File: src/rtl/core/pdct_pkg.sv
package pdct_pkg;

   // Field widths
   localparam int unsigned VoltW = 10;
   localparam int unsigned TickW = 24;
   localparam int unsigned CsrDataW = 32;
   localparam int unsigned CsrAddrW = 4;

   // Saturation limit of the ticks-since-peak counter
   localparam logic [TickW-1:0] TickMax = {TickW{1'b1}};

   // Register reset values
   localparam logic [VoltW-1:0] LowBatteryReset = VoltW'(600);
   localparam logic [VoltW-1:0] MinChargeReset = VoltW'(700);
   localparam logic [VoltW-1:0] DropMarginReset = VoltW'(5);
   localparam logic [TickW-1:0] PeakTimeoutReset = TickW'(1000000);

   // Register indexes (word address)
   typedef enum logic [1:0] {
      REG_LOW_BATTERY  = 2'd0,
      REG_MIN_CHARGE   = 2'd1,
      REG_DROP_MARGIN  = 2'd2,
      REG_PEAK_TIMEOUT = 2'd3
   } reg_index_type;

   // Request kinds
   typedef enum logic {
      REQ_TICK  = 1'b0,
      REQ_START = 1'b1
   } req_kind_type;

   // Reason a charge ended
   typedef enum logic [1:0] {
      STOP_NONE    = 2'd0,
      STOP_DROP    = 2'd1,
      STOP_TIMEOUT = 2'd2,
      STOP_REFUSED = 2'd3
   } stop_cause_type;

   // Configuration handed from the register file to the engine
   typedef struct packed {
      logic [VoltW-1:0] low_battery_level;
      logic [VoltW-1:0] min_charge_level;
      logic [VoltW-1:0] drop_margin;
      logic [TickW-1:0] peak_timeout;
   } cfg_type;

endpackage

File: src/rtl/core/pdct_intf.sv
interface pdct_req_if;
   logic                         valid;
   logic                         ready;
   logic                         req_type;
   logic [pdct_pkg::VoltW-1:0]   voltage;

   modport source (output valid, output req_type, output voltage, input ready);
   modport sink   (input valid, input req_type, input voltage, output ready);
endinterface

interface pdct_rsp_if;
   logic                         valid;
   logic                         ready;
   logic                         charge_on;
   logic                         battery_flat;
   logic [pdct_pkg::VoltW-1:0]   peak_level;
   logic [1:0]                   stop_cause;

   modport source (output valid, output charge_on, output battery_flat,
                   output peak_level, output stop_cause, input ready);
   modport sink   (input valid, input charge_on, input battery_flat,
                   input peak_level, input stop_cause, output ready);
endinterface

File: src/rtl/core/pdct_csr.sv
module pdct_csr (
   input  logic                            clock,
   input  logic                            reset,
   input  logic                            psel,
   input  logic                            penable,
   input  logic                            pwrite,
   input  logic [pdct_pkg::CsrAddrW-1:0]   paddr,
   input  logic [pdct_pkg::CsrDataW-1:0]   pwdata,
   output logic [pdct_pkg::CsrDataW-1:0]   prdata,
   output logic                            pready,
   output pdct_pkg::cfg_type               cfg
);

   pdct_pkg::cfg_type       cfg_ff;
   pdct_pkg::reg_index_type index;
   logic                    wr_en;

   assign index  = pdct_pkg::reg_index_type'(paddr[pdct_pkg::CsrAddrW-1:2]);
   assign wr_en  = psel && penable && pwrite;
   assign pready = 1'b1;
   assign cfg    = cfg_ff;

   // Write the addressed register, restore defaults on reset
   always_ff @(posedge clock) begin
      if (reset) begin
         cfg_ff.low_battery_level <= pdct_pkg::LowBatteryReset;
         cfg_ff.min_charge_level  <= pdct_pkg::MinChargeReset;
         cfg_ff.drop_margin       <= pdct_pkg::DropMarginReset;
         cfg_ff.peak_timeout      <= pdct_pkg::PeakTimeoutReset;
      end else if (wr_en) begin
         unique case (index)
            pdct_pkg::REG_LOW_BATTERY:
               cfg_ff.low_battery_level <= pwdata[pdct_pkg::VoltW-1:0];
            pdct_pkg::REG_MIN_CHARGE:
               cfg_ff.min_charge_level <= pwdata[pdct_pkg::VoltW-1:0];
            pdct_pkg::REG_DROP_MARGIN:
               cfg_ff.drop_margin <= pwdata[pdct_pkg::VoltW-1:0];
            pdct_pkg::REG_PEAK_TIMEOUT:
               cfg_ff.peak_timeout <= pwdata[pdct_pkg::TickW-1:0];
            default: ;
         endcase
      end
   end

   // Read back the addressed register
   always_comb begin
      unique case (index)
         pdct_pkg::REG_LOW_BATTERY:
            prdata = pdct_pkg::CsrDataW'(cfg_ff.low_battery_level);
         pdct_pkg::REG_MIN_CHARGE:
            prdata = pdct_pkg::CsrDataW'(cfg_ff.min_charge_level);
         pdct_pkg::REG_DROP_MARGIN:
            prdata = pdct_pkg::CsrDataW'(cfg_ff.drop_margin);
         pdct_pkg::REG_PEAK_TIMEOUT:
            prdata = pdct_pkg::CsrDataW'(cfg_ff.peak_timeout);
         default:
            prdata = '0;
      endcase
   end

endmodule

File: src/rtl/core/pdct_engine.sv
module pdct_engine (
   input  logic               clock,
   input  logic               reset,
   input  pdct_pkg::cfg_type  cfg,
   pdct_req_if.sink           req,
   pdct_rsp_if.source         rsp
);

   // Input register
   logic                         s1_valid_ff;
   logic                         s1_start_ff;
   logic [pdct_pkg::VoltW-1:0]   s1_voltage_ff;

   // Charge state
   logic                         charging_ff;
   logic [pdct_pkg::VoltW-1:0]   peak_ff;
   logic [pdct_pkg::TickW-1:0]   ticks_ff;

   // Result register
   logic                         out_valid_ff;
   logic                         out_charge_ff;
   logic                         out_flat_ff;
   logic [pdct_pkg::VoltW-1:0]   out_peak_ff;
   pdct_pkg::stop_cause_type     out_cause_ff;

   // Next values
   logic                         charging_in;
   logic [pdct_pkg::VoltW-1:0]   peak_in;
   logic [pdct_pkg::TickW-1:0]   ticks_in;
   logic                         flat_in;
   pdct_pkg::stop_cause_type     cause_in;

   logic advance;
   logic load;

   // Result register frees when empty or taken
   assign advance   = !out_valid_ff || rsp.ready;
   assign load      = s1_valid_ff && advance;
   assign req.ready = !s1_valid_ff || advance;

   // Capture an item whenever the input register is free
   always_ff @(posedge clock) begin
      if (reset) begin
         s1_valid_ff <= 1'b0;
      end else if (req.ready) begin
         s1_valid_ff <= req.valid;
      end
   end

   always_ff @(posedge clock) begin
      if (req.ready && req.valid) begin
         s1_start_ff   <= req.req_type;
         s1_voltage_ff <= req.voltage;
      end
   end

   // Start, peak tracking and termination checks
   always_comb begin
      logic [pdct_pkg::VoltW-1:0] fall;
      charging_in = charging_ff;
      peak_in     = peak_ff;
      ticks_in    = ticks_ff;
      cause_in    = pdct_pkg::STOP_NONE;
      flat_in     = s1_voltage_ff < cfg.low_battery_level;
      fall        = '0;
      if (s1_start_ff == pdct_pkg::REQ_START) begin
         if (flat_in && !charging_ff) begin
            charging_in = 1'b1;
            peak_in     = s1_voltage_ff;
            ticks_in    = '0;
         end else begin
            charging_in = 1'b0;
            cause_in    = pdct_pkg::STOP_REFUSED;
         end
      end else if (charging_ff) begin
         if (s1_voltage_ff > peak_ff) begin
            peak_in  = s1_voltage_ff;
            ticks_in = '0;
         end else if (ticks_ff != pdct_pkg::TickMax) begin
            ticks_in = ticks_ff + 1'b1;
         end
         // peak_in never lies below the sample
         fall = peak_in - s1_voltage_ff;
         if (peak_in > cfg.min_charge_level) begin
            if (fall > cfg.drop_margin) begin
               charging_in = 1'b0;
               cause_in    = pdct_pkg::STOP_DROP;
            end else if (ticks_in > cfg.peak_timeout) begin
               charging_in = 1'b0;
               cause_in    = pdct_pkg::STOP_TIMEOUT;
            end
         end
      end
   end

   // Commit state together with the result
   always_ff @(posedge clock) begin
      if (reset) begin
         charging_ff <= 1'b0;
         peak_ff     <= '0;
         ticks_ff    <= '0;
      end else if (load) begin
         charging_ff <= charging_in;
         peak_ff     <= peak_in;
         ticks_ff    <= ticks_in;
      end
   end

   always_ff @(posedge clock) begin
      if (reset) begin
         out_valid_ff <= 1'b0;
      end else if (advance) begin
         out_valid_ff <= s1_valid_ff;
      end
   end

   always_ff @(posedge clock) begin
      if (load) begin
         out_charge_ff <= charging_in;
         out_flat_ff   <= flat_in;
         out_peak_ff   <= peak_in;
         out_cause_ff  <= cause_in;
      end
   end

   assign rsp.valid        = out_valid_ff;
   assign rsp.charge_on    = out_charge_ff;
   assign rsp.battery_flat = out_flat_ff;
   assign rsp.peak_level   = out_peak_ff;
   assign rsp.stop_cause   = 2'(out_cause_ff);

   // The pending result always mirrors the committed charge state
   assert property (@(posedge clock) disable iff (reset)
      out_valid_ff |-> (out_charge_ff == charging_ff && out_peak_ff == peak_ff))
      else $error("result out of step with charge state");

   // Any stop cause leaves charging off
   assert property (@(posedge clock) disable iff (reset)
      (load && cause_in != pdct_pkg::STOP_NONE) |=> !charging_ff)
      else $error("charging still on after a stop");

   // A charge starts only from a start item and with a cleared counter
   assert property (@(posedge clock) disable iff (reset)
      $rose(charging_ff) |-> ($past(s1_start_ff) && ticks_ff == '0))
      else $error("charge began without a start item");

   // Counter only clears or steps by one
   assert property (@(posedge clock) disable iff (reset)
      !$stable(ticks_ff) |-> (ticks_ff == '0 || ticks_ff == $past(ticks_ff) + 1'b1))
      else $error("tick counter jumped");

   // State moves only when an item is processed
   assert property (@(posedge clock) disable iff (reset)
      !$past(load) |-> ($stable(peak_ff) && $stable(charging_ff)))
      else $error("state changed with no item");

endmodule

File: src/rtl/core/peak_drop_charge_terminator_core.sv
// An accepted item passes the input register, then the result register, to reach its result.
// One item per cycle unless stalled; compare and counter update fit between the two registers.
// A stalled result holds the result register; the input register still takes one more item.
// Reset (synchronous, active high) stops charging, clears peak and tick count,
// empties both registers and restores the configuration registers to their defaults.
module peak_drop_charge_terminator_core (
   input  logic                            clock,
   input  logic                            reset,
   pdct_req_if.sink                        req_ch,
   pdct_rsp_if.source                      rsp_ch,
   input  logic                            psel,
   input  logic                            penable,
   input  logic                            pwrite,
   input  logic [pdct_pkg::CsrAddrW-1:0]   paddr,
   input  logic [pdct_pkg::CsrDataW-1:0]   pwdata,
   output logic [pdct_pkg::CsrDataW-1:0]   prdata,
   output logic                            pready
);

   pdct_pkg::cfg_type cfg;

   // Configuration registers
   pdct_csr u_csr (
      .clock   (clock),
      .reset   (reset),
      .psel    (psel),
      .penable (penable),
      .pwrite  (pwrite),
      .paddr   (paddr),
      .pwdata  (pwdata),
      .prdata  (prdata),
      .pready  (pready),
      .cfg     (cfg)
   );

   // Charge control datapath
   pdct_engine u_engine (
      .clock (clock),
      .reset (reset),
      .cfg   (cfg),
      .req   (req_ch),
      .rsp   (rsp_ch)
   );

endmodule
File: src/flat_wrapper.sv
// flat-port wrapper written by rule: the top's interface ports become plain ports
module peak_drop_charge_terminator_core_flat 
  (clock, reset, psel, penable, pwrite, paddr, pwdata, prdata, pready, req_ch_valid, req_ch_req_type, req_ch_voltage, req_ch_ready, rsp_ch_valid, rsp_ch_charge_on, rsp_ch_battery_flat, rsp_ch_peak_level, rsp_ch_stop_cause, rsp_ch_ready);
  pdct_req_if req_ch_i ();
  pdct_rsp_if rsp_ch_i ();
  input  logic clock;
  input  logic reset;
  input  logic psel;
  input  logic penable;
  input  logic pwrite;
  input  logic [pdct_pkg::CsrAddrW-1:0] paddr;
  input  logic [pdct_pkg::CsrDataW-1:0] pwdata;
  output logic [pdct_pkg::CsrDataW-1:0] prdata;
  output logic pready;
  input wire logic [$bits(req_ch_i.valid)-1:0] req_ch_valid;
  input wire logic [$bits(req_ch_i.req_type)-1:0] req_ch_req_type;
  input wire logic [$bits(req_ch_i.voltage)-1:0] req_ch_voltage;
  output wire logic [$bits(req_ch_i.ready)-1:0] req_ch_ready;
  output wire logic [$bits(rsp_ch_i.valid)-1:0] rsp_ch_valid;
  output wire logic [$bits(rsp_ch_i.charge_on)-1:0] rsp_ch_charge_on;
  output wire logic [$bits(rsp_ch_i.battery_flat)-1:0] rsp_ch_battery_flat;
  output wire logic [$bits(rsp_ch_i.peak_level)-1:0] rsp_ch_peak_level;
  output wire logic [$bits(rsp_ch_i.stop_cause)-1:0] rsp_ch_stop_cause;
  input wire logic [$bits(rsp_ch_i.ready)-1:0] rsp_ch_ready;
  assign req_ch_i.valid = req_ch_valid;
  assign req_ch_i.req_type = req_ch_req_type;
  assign req_ch_i.voltage = req_ch_voltage;
  assign req_ch_ready = req_ch_i.ready;
  assign rsp_ch_valid = rsp_ch_i.valid;
  assign rsp_ch_charge_on = rsp_ch_i.charge_on;
  assign rsp_ch_battery_flat = rsp_ch_i.battery_flat;
  assign rsp_ch_peak_level = rsp_ch_i.peak_level;
  assign rsp_ch_stop_cause = rsp_ch_i.stop_cause;
  assign rsp_ch_i.ready = rsp_ch_ready;
  peak_drop_charge_terminator_core u_core (.clock(clock), .reset(reset), .req_ch(req_ch_i), .rsp_ch(rsp_ch_i), .psel(psel), .penable(penable), .pwrite(pwrite), .paddr(paddr), .pwdata(pwdata), .prdata(prdata), .pready(pready));
endmodule
File: config.mk
export PLATFORM = sky130hd
export DESIGN_NAME = peak_drop_charge_terminator_core_flat
export DESIGN_NICKNAME = d
export VERILOG_FILES = /design/src/rtl/core/pdct_pkg.sv /design/src/rtl/core/pdct_intf.sv /design/src/rtl/core/pdct_csr.sv /design/src/rtl/core/pdct_engine.sv /design/src/rtl/core/peak_drop_charge_terminator_core.sv /design/src/flat_wrapper.sv
export SDC_FILE = /design/constraint.sdc
export NUM_CORES = 1
export LEC_CHECK = 0
export BUFFER_PORTS_ARGS = -buffer_cell sky130_fd_sc_hd__buf_2
export CAP_MARGIN = 20
export CORE_ASPECT_RATIO = 0.6
export CORE_MARGIN = 4
export CORE_UTILIZATION = 35
export CTS_CLUSTER_DIAMETER = 30
export CTS_CLUSTER_SIZE = 8
export DETAILED_ROUTE_END_ITERATION = 7
export SLEW_MARGIN = 20
export SYNTH_ARGS = -nofsm -noshare
export SYNTH_HDL_FRONTEND = slang
export SYNTH_SLANG_ARGS = --single-unit
File: constraint.sdc
create_clock -name clock -period 7 [get_ports clock]
set_input_delay 1.05 -clock clock [delete_from_list [all_inputs] [get_ports clock]]
set_output_delay 1.05 -clock clock [all_outputs]
set_load 0.005 [all_outputs]
==> summary.md, run 1 <==
| Metric | Value |
|---|---|
| Worst Hold Margin | 454.3 ps |
| WL met3 | 2061 um |
| Relative slew slack | 40.19% |
| DP HPWL | 16260 um |
| Post-CTS sizing | 0 |
| RSZ-0062 raised after global routing | no |
| Met1 wire length | 11540 um |
| Longest Clk Path Bufs | 2 |
| Critical Setup Path Class | reg2reg |
| First-pass GRT wire length | 33140 um |
| CP required | 7320 ps |
| Post-Route WL | 21300 um |
| Top Layer Used | met4 |
| Placed cell areas | 7826 um2 |
| Number of global-route vias before repair | 5870 |
| DR iter-0 viols | 576 |
| Io pins | 103 |
| Asr flop ratio synth | 0% |
| Leakage | 3.648 nW |
| Worst vdd ir | 0.1721 mV |
| Yosys reg bits | 116 |
| Total gr overflow | 0 |
| Hold Fails Final Rpt | 0 |
| Synth warn | 0 |
| Syn avg cell area | 8.391 um2 |
| CTS tree | built |
| Antenna violations before repair | 0 |
| Startpoint Class | flip-flop |
| Worst Tran Pin Value | 893.8 ps |
| Routed WL per cell | 17.56 um |
| Clock transition at the registers of the reported paths | 60 ps |
| Clk Latency, worst-skew pair | 430 ps |
| CP Capture Type | flip-flop |
| Type of the most critical hold path | reg2reg |
| Period utilization | 83.71% |
| Tmin final | 5860 ps |
| Port bufs | 83 |
| Netlist cell types | 55 |
| Synth Flop Type | dfxtp_1 |
| Max Fclk | 170.6 MHz |
| Initial core utilization | 35.78% |
| Finished Cell Area | 8483 um2 |
| Post-synth top area share | 25.30% |
| Wire length on met2 | 7469 um |
| Vias | 6323 |
| Nets@finish | 1055 |
| Largest net degree at the start of global routing | 41 |
| Die area | 23000 um2 |
| Synth Instances | 858 |
| Mapped cell area | 7199 um2 |
| Post-synthesis sequential area ratio | 35.73% |
| Overall routing resource usage | 18.72% |
| MaxCap Viol Count | 0 |
| H-tree lvl count | 4 |
| Worst Skew | 10.43 ps |
| DRC | 0 |
| Layout cells sized above 1 | 15.74% |
| Diode count | 0 |
| Setup Fix Bufs, Post-CTS | 0 |
| Remaining antenna violation count | 0 |
| Setup TNS Final | 0 ps |
| Hold_buf cts | 0 |
| Clock root cell | clkbuf_16 |
| Slew Limit Fails | 0 |
| Fill cells | 1991 |
| Cell type with the largest total area after synthesis | dfxtp_1 |
| Status | finished, final reports clean |
| P per Cell Area | 227.8 nW/um2 |
| Total CTS buffers | 17 |
| Core area | 20120 um2 |
| Vias per std cell | 5.213 |
| Core Rows | 40 |
| Most common cell after layout, fill and taps aside | nand2_1 |
| CP arrival | 6180 ps |
| Area Overhead vs Synth | 17.83% |
| Die Wd | 193.2 um |
| Routability Congestion | 0.8719 |
| Drt first pass iters | 5 |
| Chip height | 119.1 um |
| Max Fanout on Critical Path | 13 |
| Synth top area cells | dfxtp_1, ha_1, edfxtp_1 |
| Sink Count | 116 |
| Most frequent cells in the layout | nand2_1, dfxtp_1, buf_2 |
| EDFF count, synth | 25 |
| Setup violators final | 0 |
## layer usage
layer	up-vias	GRT usage [%]
met3	24	6.796
met2	240	22.22
met5	-	0
met4	0	4.421
li1	3115	-
met1	2944	30.61
## critical path, cell delays in order (launching register included)
cell	delay [ps]
edfxtp_1	530
ha_1	360
nand4_1	140
nor3_1	360
a221oi_1	160
a32oi_2	550
mux2i_1	390
ha_1	210
inv_1	60
fa_1	420
a21o_1	180
a21oi_1	220
o21bai_1	120
a21oi_1	230
o21ai_0	140
xor2_1	170
ha_1	300
nand4_1	150
nor3_1	230
o41a_1	260
nand2_1	120
a32o_1	290
o21a_1	170
## cells by family (layout without fill, tap and decap cells)
logic type / Yosys count / in the layout / synth area share [%]
adder cells (fa/ha/maj): 74 / 74 / 12.96
AO/OA/AOI/OAI: 183 / 183 / 15.90
other: 2 / 9 / 0.1043
AND/OR/NAND/NOR: 300 / 300 / 18.75
buffers and inverters: 127 / 202 / 7.404
flip-flops: 116 / 116 / 35.73
XOR/XNOR: 23 / 23 / 2.798
multiplexers: 33 / 33 / 6.343
## where the power goes
part / switching [mW] / internal (mW) / total [mW]
clock network: 0.361 / 0.615 / 0.976
logic: 0.145 / 0.0963 / 0.241
registers: 0.0133 / 0.702 / 0.716
## worst paths after layout
path                                              endpoint  slack, ps                                        from  depth (start not counted)
setup / recovery  u_core.u_engine.charging_ff$_SDFFE_PP0P_       1140  u_core.u_engine.s1_voltage_ff[9]$_DFFE_PP_                         22
hold / removal           u_core.u_csr.cfg[11]$_SDFFE_PP0P_        450           u_core.u_csr.cfg[11]$_SDFFE_PP0P_                          2
setup reg to reg  u_core.u_engine.charging_ff$_SDFFE_PP0P_       1140  u_core.u_engine.s1_voltage_ff[9]$_DFFE_PP_                         22
hold reg to reg          u_core.u_csr.cfg[11]$_SDFFE_PP0P_        450           u_core.u_csr.cfg[11]$_SDFFE_PP0P_                          2
## Yosys cell counts, types with 20 or more instances
cell type	instances
nand2_1	132
dfxtp_1	91
inv_1	78
ha_1	73
a21oi_1	71
nor2_1	67
o21ai_0	37
clkbuf_1	27
nand3_1	27
edfxtp_1	25
mux2i_1	22
o211ai_1	20
## stage by stage
step / instances / util, % / power, mW / setup WS, ps
3_3_place_gp: 1181 / 38.90 / 0.9647 / 1455
4_1_cts: 1213 / 42.16 / 1.945 / 1233
6_report: 1213 / 42.16 / 1.932 / 1140
5_1_grt: 1213 / 42.16 / 2.011 / 555.6
2_1_floorplan: 865 / - / 0.8886 / 1949
3_5_place_dp: 1181 / 38.90 / 0.9668 / 1314
## cell type report
type                            instances  area, um2  area share [%]
Clock buffer                           19      475.5           5.605
Clock inverter                         13      181.4           2.139
Inverter                               78      292.8           3.451
Multi-Input combinational cell        622       4136           48.76
Sequential cell                       116       2572           30.32
Tap cell                              273      341.6           4.027
Timing Repair Buffer                   92      483.0           5.693
## registers in the layout, indices dropped and copies added, names as in the netlist
register,cells
u_core.u_engine.rsp.stop_cause,2
u_core.u_engine.rsp.peak_level,10
u_core.u_engine.s1_voltage_ff,10
u_core.u_engine.charging_ff,1
u_core.u_engine.rsp.valid,1
u_core.u_engine.s1_valid_ff,1
u_core.u_engine.ticks_ff,24
u_core.u_engine.s1_start_ff,1
u_core.u_engine.rsp.battery_flat,1
u_core.u_engine.peak_ff,10
u_core.u_engine.rsp.charge_on,1
u_core.u_csr.cfg,54
(Power assumes the default switching activity.)
==> inputs of run 2 (changes only) <==
ABC_AREA = 1   (was unset)
clock period = 5.34 ns   (was 7 ns; I/O delays follow)
==> summary.md, run 2 <==
| Metric | Value |
|---|---|
| Nets@finish | 1380 |
| Hold_buf cts | 0 |
| Netlist cell types | 44 |
| Fill cells | 2363 |
| Antenna violations before repair | 0 |
| Tmin final | 5001 ps |
| Worst Tran Pin Value | 914.5 ps |
| Diode count | 0 |
| Die area | 25480 um2 |
| Largest net degree at the start of global routing | 44 |
| Most common cell after layout, fill and taps aside | nand2_1 |
| DRC | 0 |
| Setup Fix Bufs, Post-CTS | 0 |
| RSZ-0062 raised after global routing | no |
| DP HPWL | 19570 um |
| Post-CTS sizing | 0 |
| Psw | 766.8 uW |
| Period utilization | 93.65% |
| Worst reg2reg path endpoint | u_core.u_engine.rsp.stop_cause[1]$_DFFE_PP_ |
| Largest register FFs | 54 |
| Type of the most critical hold path | reg2reg |
| CTS tree | built |
| Worst vdd ir | 0.2057 mV |
| Worst R2R Path Depth | 23 |
| Post-synthesis sequential area ratio | 32.07% |
| Remaining antenna violation count | 0 |
| Max Fanout on Critical Path | 12 |
| Reg power frac | 38.3% |
| RR Startpoint | u_core.u_engine.s1_voltage_ff[9]$_DFFE_PP_ |
| Port bufs | 83 |
| CP Capture Type | flip-flop |
| DR iter-0 viols | 725 |
| Synth Instances | 1176 |
| Total gr overflow | 0 |
| CP required | 5570 ps |
| Layout cells sized above 1 | 14.89% |
| Yosys reg bits | 116 |
| Io pins | 103 |
| Critical Setup Path Class | reg2reg |
| Leakage | 4.480 nW |
| Vias | 7853 |
| Longest Clk Path Bufs | 2 |
| Status | finished, final reports clean |
| Placement Setup Slack | 514.1 ps |
| Initial core utilization | 36.00% |
| Slew Limit Fails | 0 |
| Worst Skew | 9.125 ps |
| Most common cell in the netlist | nand2_1 |
| Clk Latency, worst-skew pair | 430 ps |
| Core Rows | 42 |
| Combinational Power Share | 19.4% |
| Post-synth top cells | nand2_1, inv_1, a21oi_1 |
| Asr flop ratio synth | 0% |
| Overall routing resource usage | 19.79% |
| Sw Share | 30.82% |
| Total power | 2.488 mW |
| Area Overhead vs Synth | 15.32% |
| Finished Cell Area | 9250 um2 |
| Clock transition at the registers of the reported paths | 60 ps |
| Hold Fails Final Rpt | 0 |
| DP Cell Count | 1541 |
| EDFF count, synth | 25 |
| MaxCap Viol Count | 0 |
| Synth top area cells | dfxtp_1, nand2_1, ha_1 |
| Setup TNS Final | 0 ps |
| P_int | 1.721 mW |
| Reg2reg setup slack | 340 ps |
| Max Fclk | 200.0 MHz |
| Syn avg cell area | 6.821 um2 |
| Post-Route WL | 25610 um |
| Drt first pass iters | 5 |
| Number of global-route vias before repair | 6764 |
| P per Cell Area | 269.0 nW/um2 |
| Post-synth top area share | 22.71% |
| Setup violators final | 0 |
| Fin cells | 1571 |
| CP arrival | 5230 ps |
| Placed cell areas | 8723 um2 |
| Core area | 22280 um2 |
| Die Wd | 203.4 um |
| Startpoint Class | flip-flop |
| Sink Count | 116 |
| Critical Path End | u_core.u_engine.rsp.stop_cause[1]$_DFFE_PP_ |
| Synth warn | 0 |
| Routability Congestion | 0.9152 |
| First-pass GRT wire length | 39010 um |
| Relative slew slack | 38.81% |
| Routed WL per cell | 16.30 um |
| Cell type with the largest total area after synthesis | dfxtp_1 |
| Mapped cell area | 8021 um2 |
| Chip height | 125.3 um |
| HP Start | u_core.u_csr.cfg[35]$_SDFFE_PP0P_ |
| Total CTS buffers | 17 |
| Synth Flop Type | dfxtp_1 |
| Clock root cell | clkbuf_16 |
| Worst setup path startpoint | u_core.u_engine.s1_voltage_ff[9]$_DFFE_PP_ |
| Clk pwr share | 42.3% |
| Vias per std cell | 4.999 |
| Final setup margin | 339.2 ps |
| Most frequent cells in the layout | nand2_1, inv_1, a21oi_1 |
| H-tree lvl count | 4 |
## run 2: changes by cell type after synthesis, moves of 12 or more
| cell | delta |
|---|---|
| inv_2 | +25 |
| a21oi_1 | +39 |
| mux2i_1 | -22 |
| o21ai_1 | +15 |
| inv_1 | +71 |
| nand2_1 | +194 |
| o21ai_0 | +12 |
| a21o_1 | -12 |
| nand3_1 | +52 |
## run 2: metrics by stage
step	utilization, %	hold WS (ps)
2_1_floorplan	-	448.0
3_3_place_gp	39.15	472.2
3_5_place_dp	39.15	476.0
4_1_cts	41.52	491.6
5_1_grt	41.52	512.4
6_report	41.52	491.3
## run 2: worst min-delay path by stage
stage	endpoint	slack, ps	cells past startpoint
2_1_floorplan	u_core.u_csr.cfg[45]$_SDFFE_PP0P_	450	2
3_3_place_gp	u_core.u_csr.cfg[27]$_SDFFE_PP0P_	470	2
3_5_place_dp	u_core.u_csr.cfg[27]$_SDFFE_PP0P_	480	2
4_1_cts	u_core.u_csr.cfg[35]$_SDFFE_PP0P_	490	2
5_1_grt	u_core.u_csr.cfg[12]$_SDFFE_PP0P_	510	2
6_report	u_core.u_csr.cfg[35]$_SDFFE_PP0P_	490	2
## run 2: per-layer routing
metal  vias to the layer above  routed length (um)  global-route usage [%]
met5                         -                  66                   1.880
met2                       312                8873                   23.09
li1                       3984                   -                       -
met3                        22                2983                   6.910
met4                         2                 196                   3.924
met1                      3533               13490                   33.02
## run 2: worst max-delay path, cell delays in order, from the launching register on
cell      delay, ps
edfxtp_1        520
ha_1            350
nand2_1          70
nor2_1          260
nand4_1         370
nand2_2         360
nand2_1         100
and2_1          190
ha_1            230
inv_1           120
fa_1            240
nand3_1          90
nand2_1         130
a21oi_1          70
o21ai_0         230
xor2_1          170
inv_1            60
ha_1            270
nand2_1          50
nor2_1          160
nand4_1         170
a21oi_1         220
nand3_1          90
o21ai_0         240
## run 2: cells by family after synthesis
logic type                 Yosys count  share of synthesized area [%]
and+or+nand+nor                    533                          29.06
buffers and inverters              229                          11.56
AOI/OAI and AO/OA                  213                          14.60
DFF                                116                          32.07
adders and majority gates           74                          11.64
xor gates and xnor gates             9                         0.9826
other                                2                        0.09362
## run 2: power groups by stage
stage	Clock [mW]	Combinational [mW]	Sequential, mW
floorplan	0	0.330	0.963
global placement	0	0.465	0.970
detailed placement	0	0.473	0.969
CTS	1.07	0.477	0.951
global route	1.11	0.543	0.955
finish	1.05	0.483	0.952
## run 2: layout make-up
| cell class | count | area (um2) | share of cell area (%) |
|---|---|---|---|
| Multi-Input combinational cell | 838 | 4548 | 49.17 |
| Sequential cell | 116 | 2572 | 27.81 |
| Inverter | 179 | 674.4 | 7.291 |
| Timing Repair Buffer | 100 | 543.0 | 5.870 |
| Clock buffer | 22 | 474.2 | 5.126 |
| Tap cell | 308 | 385.4 | 4.166 |
| Clock inverter | 8 | 52.55 | 0.5681 |
